==> src/rtl/core/rtlpm_pkg.sv <==
package rtlpm_pkg;

  // request op codes
  localparam logic [1:0] OP_LOOKUP = 2'd0;
  localparam logic [1:0] OP_ADD    = 2'd1;
  localparam logic [1:0] OP_DELETE = 2'd2;
  localparam logic [1:0] OP_AGE    = 2'd3;

  // result status codes
  localparam logic [2:0] ST_OK        = 3'd0;
  localparam logic [2:0] ST_NO_ROUTE  = 3'd1;
  localparam logic [2:0] ST_BAD_GW    = 3'd2;
  localparam logic [2:0] ST_NO_DEVICE = 3'd3;
  localparam logic [2:0] ST_FULL      = 3'd4;
  localparam logic [2:0] ST_NOT_FOUND = 3'd5;

  // config register indexes
  localparam logic [1:0] CFG_METRIC_INF = 2'd0;
  localparam logic [1:0] CFG_MAX_AGE    = 2'd1;
  localparam logic [1:0] CFG_DEL_DELAY  = 2'd2;

  localparam int unsigned DEVICE_COUNT = 16;
  localparam logic [8:0]  AGE_SAT      = 9'd255;
  localparam logic [5:0]  PREFIX_MAX   = 6'd32;

  typedef struct packed {
    logic       changed;
    logic [8:0] age;
    logic [4:0] metric;
    logic [3:0] dev;
    logic       via;
    logic [5:0] prefix;
  } info_t;

  typedef struct packed {
    logic [31:0] dest;
    logic [31:0] gw;
    info_t       info;
  } entry_t;

  typedef enum logic [3:0] {
    U_NOP, U_LOAD, U_SCAN_LOOK, U_SCAN_GW, U_SCAN_POS, U_SCAN_DEL, U_RESTART,
    U_SHIFT, U_PUT, U_REM, U_AGE, U_SORT_K, U_SORT_HOLD, U_SORT_CMP, U_SORT_PUT
  } uop_e;

  typedef enum logic [3:0] {
    S_IDLE, S_LOOK, S_GW, S_CHK, S_POS, S_SHIFT, S_PUT, S_DEL, S_REM, S_AGE,
    S_SORT_K, S_SORT_HOLD, S_SORT_CMP, S_SORT_PUT
  } state_e;

  typedef struct packed {
    uop_e       uop;
    logic       res_en;
    logic [2:0] res_status;
    logic       res_hit;
    logic       res_upd;
  } cmd_t;

  typedef struct packed {
    logic hit;
    logic done;
    logic have_dev;
    logic full;
    logic shift_done;
    logic precedes;
    logic j_one;
  } stat_t;

  function automatic logic [31:0] prefix_mask(input logic [5:0] p);
    logic [31:0] m;
    m = (p == 6'd0) ? 32'd0 : (32'hFFFF_FFFF << (PREFIX_MAX - p));
    return m;
  endfunction

  function automatic logic covers(input logic [31:0] dest, input logic [5:0] p,
                                  input logic [31:0] addr);
    return ((addr ^ dest) & prefix_mask(p)) == 32'd0;
  endfunction

  // strict table order: longer prefix, then lower metric, then lower dest
  function automatic logic goes_before(input entry_t a, input entry_t b);
    logic r;
    if (a.info.prefix != b.info.prefix) r = a.info.prefix > b.info.prefix;
    else if (a.info.metric != b.info.metric) r = a.info.metric < b.info.metric;
    else r = a.dest < b.dest;
    return r;
  endfunction

endpackage

==> src/rtl/core/rtlpm_ctrl.sv <==
module rtlpm_ctrl (
  input  logic               clk_i,
  input  logic               rst_ni,
  input  logic               start_i,
  input  logic [1:0]         op_i,
  input  logic               via_gateway_i,
  input  rtlpm_pkg::stat_t   stat_i,
  output rtlpm_pkg::cmd_t    cmd_o,
  output logic               busy_o
);
  import rtlpm_pkg::*;

  state_e state_q, state_d;

  always_ff @(posedge clk_i or negedge rst_ni) begin
    if (!rst_ni) state_q <= S_IDLE;
    else state_q <= state_d;
  end

  always_comb begin
    state_d = state_q;
    cmd_o   = '{uop: U_NOP, res_en: 1'b0, res_status: ST_OK, res_hit: 1'b0,
                res_upd: 1'b0};
    busy_o  = (state_q != S_IDLE);
    case (state_q)
      S_IDLE: begin
        if (start_i) begin
          cmd_o.uop = U_LOAD;
          case (op_i)
            OP_LOOKUP: state_d = S_LOOK;
            OP_ADD:    state_d = via_gateway_i ? S_GW : S_CHK;
            OP_DELETE: state_d = S_DEL;
            default:   state_d = S_AGE;
          endcase
        end
      end
      S_LOOK: begin
        cmd_o.uop = U_SCAN_LOOK;
        if (stat_i.hit) begin
          cmd_o.res_en  = 1'b1;
          cmd_o.res_hit = 1'b1;
          state_d = S_IDLE;
        end else if (stat_i.done) begin
          cmd_o.res_en     = 1'b1;
          cmd_o.res_status = ST_NO_ROUTE;
          state_d = S_IDLE;
        end
      end
      S_GW: begin
        cmd_o.uop = U_SCAN_GW;
        if (stat_i.hit) state_d = S_CHK;
        else if (stat_i.done) begin
          cmd_o.res_en     = 1'b1;
          cmd_o.res_status = ST_BAD_GW;
          state_d = S_IDLE;
        end
      end
      S_CHK: begin
        cmd_o.uop = U_RESTART;
        if (!stat_i.have_dev) begin
          cmd_o.res_en     = 1'b1;
          cmd_o.res_status = ST_NO_DEVICE;
          state_d = S_IDLE;
        end else if (stat_i.full) begin
          cmd_o.res_en     = 1'b1;
          cmd_o.res_status = ST_FULL;
          state_d = S_IDLE;
        end else state_d = S_POS;
      end
      S_POS: begin
        cmd_o.uop = U_SCAN_POS;
        if (stat_i.hit || stat_i.done) state_d = S_SHIFT;
      end
      S_SHIFT: begin
        cmd_o.uop = U_SHIFT;
        if (stat_i.shift_done) state_d = S_PUT;
      end
      S_PUT: begin
        cmd_o.uop    = U_PUT;
        cmd_o.res_en = 1'b1;
        state_d = S_IDLE;
      end
      S_DEL: begin
        cmd_o.uop = U_SCAN_DEL;
        if (stat_i.hit) state_d = S_REM;
        else if (stat_i.done) begin
          cmd_o.res_en     = 1'b1;
          cmd_o.res_status = ST_NOT_FOUND;
          state_d = S_IDLE;
        end
      end
      S_REM: begin
        cmd_o.uop = U_REM;
        if (stat_i.done) begin
          cmd_o.res_en = 1'b1;
          state_d = S_IDLE;
        end
      end
      S_AGE: begin
        cmd_o.uop = U_AGE;
        if (stat_i.done) state_d = S_SORT_K;
      end
      S_SORT_K: begin
        cmd_o.uop = U_SORT_K;
        if (stat_i.done) begin
          cmd_o.res_en  = 1'b1;
          cmd_o.res_upd = 1'b1;
          state_d = S_IDLE;
        end else state_d = S_SORT_HOLD;
      end
      S_SORT_HOLD: begin
        cmd_o.uop = U_SORT_HOLD;
        state_d = S_SORT_CMP;
      end
      S_SORT_CMP: begin
        cmd_o.uop = U_SORT_CMP;
        if (stat_i.precedes && stat_i.j_one) state_d = S_SORT_PUT;
        else if (!stat_i.precedes) state_d = S_SORT_K;
      end
      S_SORT_PUT: begin
        cmd_o.uop = U_SORT_PUT;
        state_d = S_SORT_K;
      end
      default: state_d = S_IDLE;
    endcase
  end

endmodule

==> config.mk <==
export PLATFORM = sky130hd
export DESIGN_NAME = rtlpm_ctrl
export DESIGN_NICKNAME = d
export VERILOG_FILES = /design/src/rtl/core/rtlpm_pkg.sv /design/src/rtl/core/rtlpm_ctrl.sv
export SDC_FILE = /design/constraint.sdc
export NUM_CORES = 1
export LEC_CHECK = 0
export ABC_AREA = 1
export ABC_CLOCK_PERIOD_IN_PS = 1100
export BUFFER_PORTS_ARGS = -buffer_cell sky130_fd_sc_hd__clkbuf_2
export CELL_PAD_IN_SITES_DETAIL_PLACEMENT = 1
export CELL_PAD_IN_SITES_GLOBAL_PLACEMENT = 2
export CORE_AREA = 2 2 64 66
export DETAILED_ROUTE_END_ITERATION = 7
export DIE_AREA = 0 0 66 68
export MAX_ROUTING_LAYER = met4
export PLACE_DENSITY = 0.75
export SLEW_MARGIN = 5
export SYNTH_ARGS = -nofsm -noshare
export SYNTH_HDL_FRONTEND = slang
export SYNTH_SLANG_ARGS = --single-unit
==> constraint.sdc <==
create_clock -name clk_i -period 1.1 [get_ports clk_i]
set_input_delay 0.055 -clock clk_i [delete_from_list [all_inputs] [get_ports clk_i]]
set_output_delay 0.055 -clock clk_i [all_outputs]
set_load 0.005 [all_outputs]
==> flow_metrics.tcl, run 1 <==
set metrics [dict create \
    outcome "complete, but fails checks" \
    violations "negative setup slack" \
    syn_inst 148 \
    hold_viol_final 0 \
    clk_latency_ns 0.22 \
    stdcell_area_um2 1470 \
    placed_area_um2 1166 \
    layout-drive-gt1-share_pct 52.17 \
    slew_violations 0 \
    power.internal_uw 1735 \
    dp_cells 236 \
    grt_max_degree 8 \
    critPathBufInv 2 \
    vias 1122 \
    drt_iter0_drc 15 \
    largestRegisters "state_q: 4 flops" \
    wire_per_inst_um 13.02 \
    peakVddDrop_mv 0.4234 \
    synth-seq-cells 4 \
    coreArea_um2 3856 \
    timing.rr.end "state_q[3]" \
    hp-class "primary input to asynchronous set/reset pin" \
    switching_share_pct 48.27 \
    htreeDepth 1 \
    num_rows 23 \
    timing.rr.start "state_q[1]" \
    required_ns 1.04 \
    clkTransAtPathRegs_ns 0.04 \
    p_leak_uw 0.0008065 \
    p_total_uw 3354 \
    fin_crit_ns 1.498 \
    drt_wl_total_mm 3.346 \
    crit_family "flip-flops" \
    layout_common_cells "nand2_1, buf_4, clkbuf_2" \
    timing.fmax_mhz 667.7 \
    finClkSkew_ns 0.0007692 \
    grt_pass1_wl_mm 5.630 \
    max_stage_delay_ns 0.49 \
    start_util_pct 21.97 \
    final_common_cell "nand2_1" \
    powerDensity_nw_per_um2 2281 \
    clock-sinks 4 \
    viasPerCell 4.366 \
    cp-end-kind "output port" \
    cts_root_buf "clkbuf_8" \
    synth_seq_area_share_pct 11.82 \
    clock_power_share_pct 10.3 \
    place_hpwl_mm 2.567 \
    cts_buffers 3 \
    cts_tree "done" \
    min_period_over_period_pct 136.1 \
    avgSynthCellArea_um2 5.723 \
    gp_congestion 0.8197 \
    n_antenna_cell 0 \
    critPathMaxFanout 6 \
    clockBufferDepth 2 \
    rsz0062_at_grt "yes" \
    regMostFlops "state_q" \
    track_usage_pct 16.93 \
    maxCapViolCount 0 \
    largest_reg_flops 4 \
    synthTopCellsByArea "nand2_1, dfrtp_1, nor2_1" \
    die_height_um 68 \
    p_switching_uw 1619 \
    die_area_um2 4488 \
    synth_warnings 0 \
    fin_cells 257 \
    crit_chain "inv_4, nor2_4, nand2_4, o21ai_2, nor3_2, o211ai_1, clkbuf_2" \
    postRouteAntennaNets 0 \
    crit_arrival_ns 1.44 \
    grt_pass1_vias 1253 \
    crit_type "flop to output port" \
    yosys.area.top_type "nand2_1" \
    fin_util_pct 38.12 \
    syn2layout_area_growth_pct 73.56 \
    nFillCells 526 \
    place.port_buffers 23 \
    fp.dieW_um 66 \
    synth_area_um2 847.1 \
    synth_cell_types 23 \
    start_kind "flop" \
    worst_slew_pin_slew_ns 0.2433 \
    reg2reg_depth 7 \
    synth_top_area_share_pct 23.49 \
    antenna_found_initial 0 \
    pwr-share-seq_pct 11.7 \
    finalWorstSetupSlack_ns -0.3976 \
    drc 0 \
    r2r_setup_slack_ns -0.32 \
    finalNetCount 226 \
    combPwrFrac_pct 78.0 \
    slowest_stage "dfrtp_2" \
    setup_viol 15 \
    syn-num-nets 166 \
    firstDrtPassIters 4 \
    ioPinCount 24 \
    relSlewSlack_pct 83.78 \
    overflow 0 \
]
[worst max-delay path by stage]
stage | start | end | cells past startpoint
final | state_q[2] | cmd_o[6] | 7
after floorplan | state_q[2] | state_q[0] | 8
after global placement | state_q[2] | state_q[0] | 7
after CTS | state_q[0] | cmd_o[6] | 6
after detailed placement | state_q[2] | state_q[0] | 7
after global routing | state_q[2] | cmd_o[6] | 7
[power by group through the flow]
stage / Clock (µW) / Sequential [µW] / Combinational, µW
after floorplan: 0 / 252 / 1310
after global placement: 0 / 403 / 1890
after detailed placement: 0 / 409 / 1920
after CTS: 346 / 372 / 2440
after global routing: 371 / 403 / 2870
final: 347 / 393 / 2610
[area by class of cell]
type	instances	area [µm²]	area share [%]
Multi-Input combinational cell	120	748.2	50.89
Timing Repair Buffer	58	417.9	28.43
Sequential cell	4	105.1	7.149
Inverter	21	91.34	6.213
Tap cell	50	62.56	4.255
Clock buffer	4	45.04	3.064
[synth_stat cells]
master / count
a21oi_1: 1
a31o_2: 1
buf_4: 1
buf_6: 2
dfrtp_1: 4
ha_1: 5
inv_1: 16
inv_2: 4
inv_4: 1
nand2_1: 53
nand2_4: 4
nand3_1: 9
nand3_4: 1
nand3b_1: 1
nand4_1: 1
nor2_1: 22
nor2_2: 4
nor2_4: 4
nor3_1: 3
o211ai_1: 2
o21ai_0: 6
o21ai_1: 2
o21ai_4: 1
[per-layer routing]
| metal | vias to the layer above | GRT usage, % | routed length, µm |
|---|---|---|---|
| met5 | - | - | 0 |
| met4 | 0 | 4.337 | 48 |
| met3 | 5 | 1.645 | 82 |
| met2 | 22 | 32.95 | 1851 |
| met1 | 520 | 18.46 | 1363 |
| li1 | 575 | - | - |
[logic make-up (layout without fill, tap and decap cells)]
| family | after synthesis | in the layout | synth area share, % |
|---|---|---|---|
| simple gates | 102 | 102 | 57.61 |
| buf+inv | 24 | 83 | 13.15 |
| compound gates | 13 | 13 | 10.04 |
| fa+ha+maj | 5 | 5 | 7.386 |
| flops | 4 | 4 | 11.82 |
[through the flow]
step,setup slack (ns),hold WS (ns),TNS (ns)
after floorplan,-0.06069,-0.2406,-0.2154
after global placement,-0.4101,-0.1347,-4.277
after detailed placement,-0.4370,-0.1292,-4.482
after CTS,-0.3909,0.1739,-4.518
after global routing,-0.4758,0.2030,-5.793
final,-0.3976,0.1890,-4.666
[repair_timing]
action                     4_1_cts  5_1_grt
pin swaps                       13        6
hold buffers                     1        0
gates resized for setup         28       16
buffers inserted                13        3
hold endpoints to repair         4        0
setup endpoints to repair       15       15
Note: power is estimated with default switching activity, not from simulation.
==> run 2, diff against run 1 <==
--- a/config.mk
+++ b/config.mk
@@ -10,11 +10,11 @@
 export BUFFER_PORTS_ARGS = -buffer_cell sky130_fd_sc_hd__clkbuf_2
 export CELL_PAD_IN_SITES_DETAIL_PLACEMENT = 1
 export CELL_PAD_IN_SITES_GLOBAL_PLACEMENT = 2
-export CORE_AREA = 2 2 64 66
+export CORE_AREA = 2 2 74 58
 export DETAILED_ROUTE_END_ITERATION = 7
-export DIE_AREA = 0 0 66 68
+export DIE_AREA = 0 0 76 60
 export MAX_ROUTING_LAYER = met4
-export PLACE_DENSITY = 0.75
+export PLACE_DENSITY = 0.74
 export SLEW_MARGIN = 5
 export SYNTH_ARGS = -nofsm -noshare
 export SYNTH_HDL_FRONTEND = slang
==> flow_metrics.tcl, run 2 (synthesis results as in run 1) <==
set metrics [dict create \
    largest_reg_flops 4 \
    outcome "complete, but fails checks" \
    clockBufferDepth 2 \
    drt_wl_total_mm 3.761 \
    clk_latency_ns 0.23 \
    cts_root_buf "clkbuf_8" \
    hp-class "primary input to asynchronous set/reset pin" \
    p_leak_uw 0.0008158 \
    htreeDepth 1 \
    grt_pass1_wl_mm 5.651 \
    relSlewSlack_pct 79.54 \
    finalSetupTns_ns -4.917 \
    start_util_pct 21.84 \
    n_antenna_cell 0 \
    slew_violations 0 \
    gp_congestion 0.8389 \
    grt_pass1_vias 1186 \
    vias 1148 \
    layout_common_cells "nand2_1, buf_4, clkbuf_2" \
    postRouteAntennaNets 0 \
    place_hpwl_mm 2.555 \
    cts_tree "done" \
    finClkSkew_ns 0.005388 \
    crit_arrival_ns 1.48 \
    place.port_buffers 23 \
    placed_area_um2 1172 \
    firstDrtPassIters 4 \
    die_height_um 60 \
    cp-end-kind "output port" \
    crit_type "flop to output port" \
    setup_viol 15 \
    start_kind "flop" \
    antenna_found_initial 0 \
    finalWorstSetupSlack_ns -0.4396 \
    coreArea_um2 3879 \
    timing.fmax_mhz 649.5 \
    overflow 0 \
    clkTransAtPathRegs_ns 0.04 \
    min_period_over_period_pct 140.0 \
    required_ns 1.04 \
    regMostFlops "state_q" \
    layout-drive-gt1-share_pct 52.66 \
    die_area_um2 4560 \
    critPathMaxFanout 5 \
    hold_viol_final 0 \
    track_usage_pct 16.83 \
    stdcell_area_um2 1505 \
    maxCapViolCount 0 \
    syn2layout_area_growth_pct 77.70 \
    num_rows 20 \
    powerDensity_nw_per_um2 2330 \
    viasPerCell 4.382 \
    rsz0062_at_grt "yes" \
    cts_buffers 3 \
    wire_per_inst_um 14.35 \
    drt_iter0_drc 56 \
    drc 0 \
    peakVddDrop_mv 0.6784 \
    violations "negative setup slack" \
    fin_crit_ns 1.540 \
    finalNetCount 226 \
    final_common_cell "nand2_1" \
    grt_max_degree 8 \
    ioPinCount 24 \
    worst_slew_pin_slew_ns 0.3066 \
    clock-sinks 4 \
    fp.dieW_um 76 \
    largestRegisters "state_q: 4 flops" \
    fin_util_pct 38.81 \
]
run 2: cell types whose count changed in the layout (fill, tap and decap cells not counted), moves of 2 or more:
cell,change
nand2_2,-2
nor3_1,+2
o21ai_2,-2
clkbuf_2,-2
buf_6,-2
buf_4,+3
o21ai_0,+2
nor2_2,+5
nor2_1,-4
nor3_2,-2
run 2: through the flow:
step	std cells	setup slack [ns]	total power [µW]	hold slack [ns]
finish	262	-0.4396	3507	0.1705
global route	262	-0.4817	3748	0.2032
CTS	258	-0.3864	3224	0.1715
detailed placement	241	-0.3831	2345	-0.1265
global placement	241	-0.3717	2329	-0.1336
floorplan	148	-0.06069	1560	-0.2406
run 2: repair_timing:
action,in CTS,in global routing
hold buffers,1,0
setup buffers,12,4
pin swaps,13,6
endpoints found under the hold margin,4,0
gates cloned,0,0
resized for setup,25,25
setup endpoints to repair,15,15
run 2: worst max-delay path: stages, from the launching register on:
cell,delay [ns]
dfrtp_2,0.45
nor2_2,0.30
buf_4,0.17
nand3_1,0.10
nand4_1,0.12
clkbuf_2,0.11
run 2: final timing paths:
path / startpoint / to / slack [ns] / cells past startpoint
worst max register to register: state_q[2] / state_q[0] / -0.35 / 10
min in group clk_i: stat_i[6] / state_q[3] / 0.29 / 7
worst max-delay path: state_q[2] / cmd_o[5] / -0.44 / 5
max in group asynchronous: rst_ni / state_q[3] / 0.77 / 2
worst min register to register: state_q[3] / state_q[3] / 0.64 / 2
worst min-delay path: rst_ni / state_q[1] / 0.17 / 2
run 2: power breakdown:
part	internal, µW	switching (µW)	total, µW
clock network	250	106	356
logic	1280	1510	2780
registers	220	147	367
total	1750	1760	3510
run 2: metal layers:
| layer | up-vias | global-route usage [%] | share of wire, % |
|---|---|---|---|
| met5 | - | - | 0 |
| met4 | 0 | 6.234 | 2.2 |
| met3 | 9 | 1.360 | 1.9 |
| met2 | 18 | 30.48 | 52 |
| met1 | 545 | 20.11 | 44 |
| li1 | 576 | - | - |
run 2: area by class of cell:
type / instances / area, µm²
clock buffer: 4 / 45.04
fill: 505 / 2374
inverter: 21 / 98.84
multi-input combinational: 120 / 774.5
sequential: 4 / 105.1
tap: 55 / 68.82
timing repair buffer: 58 / 412.9
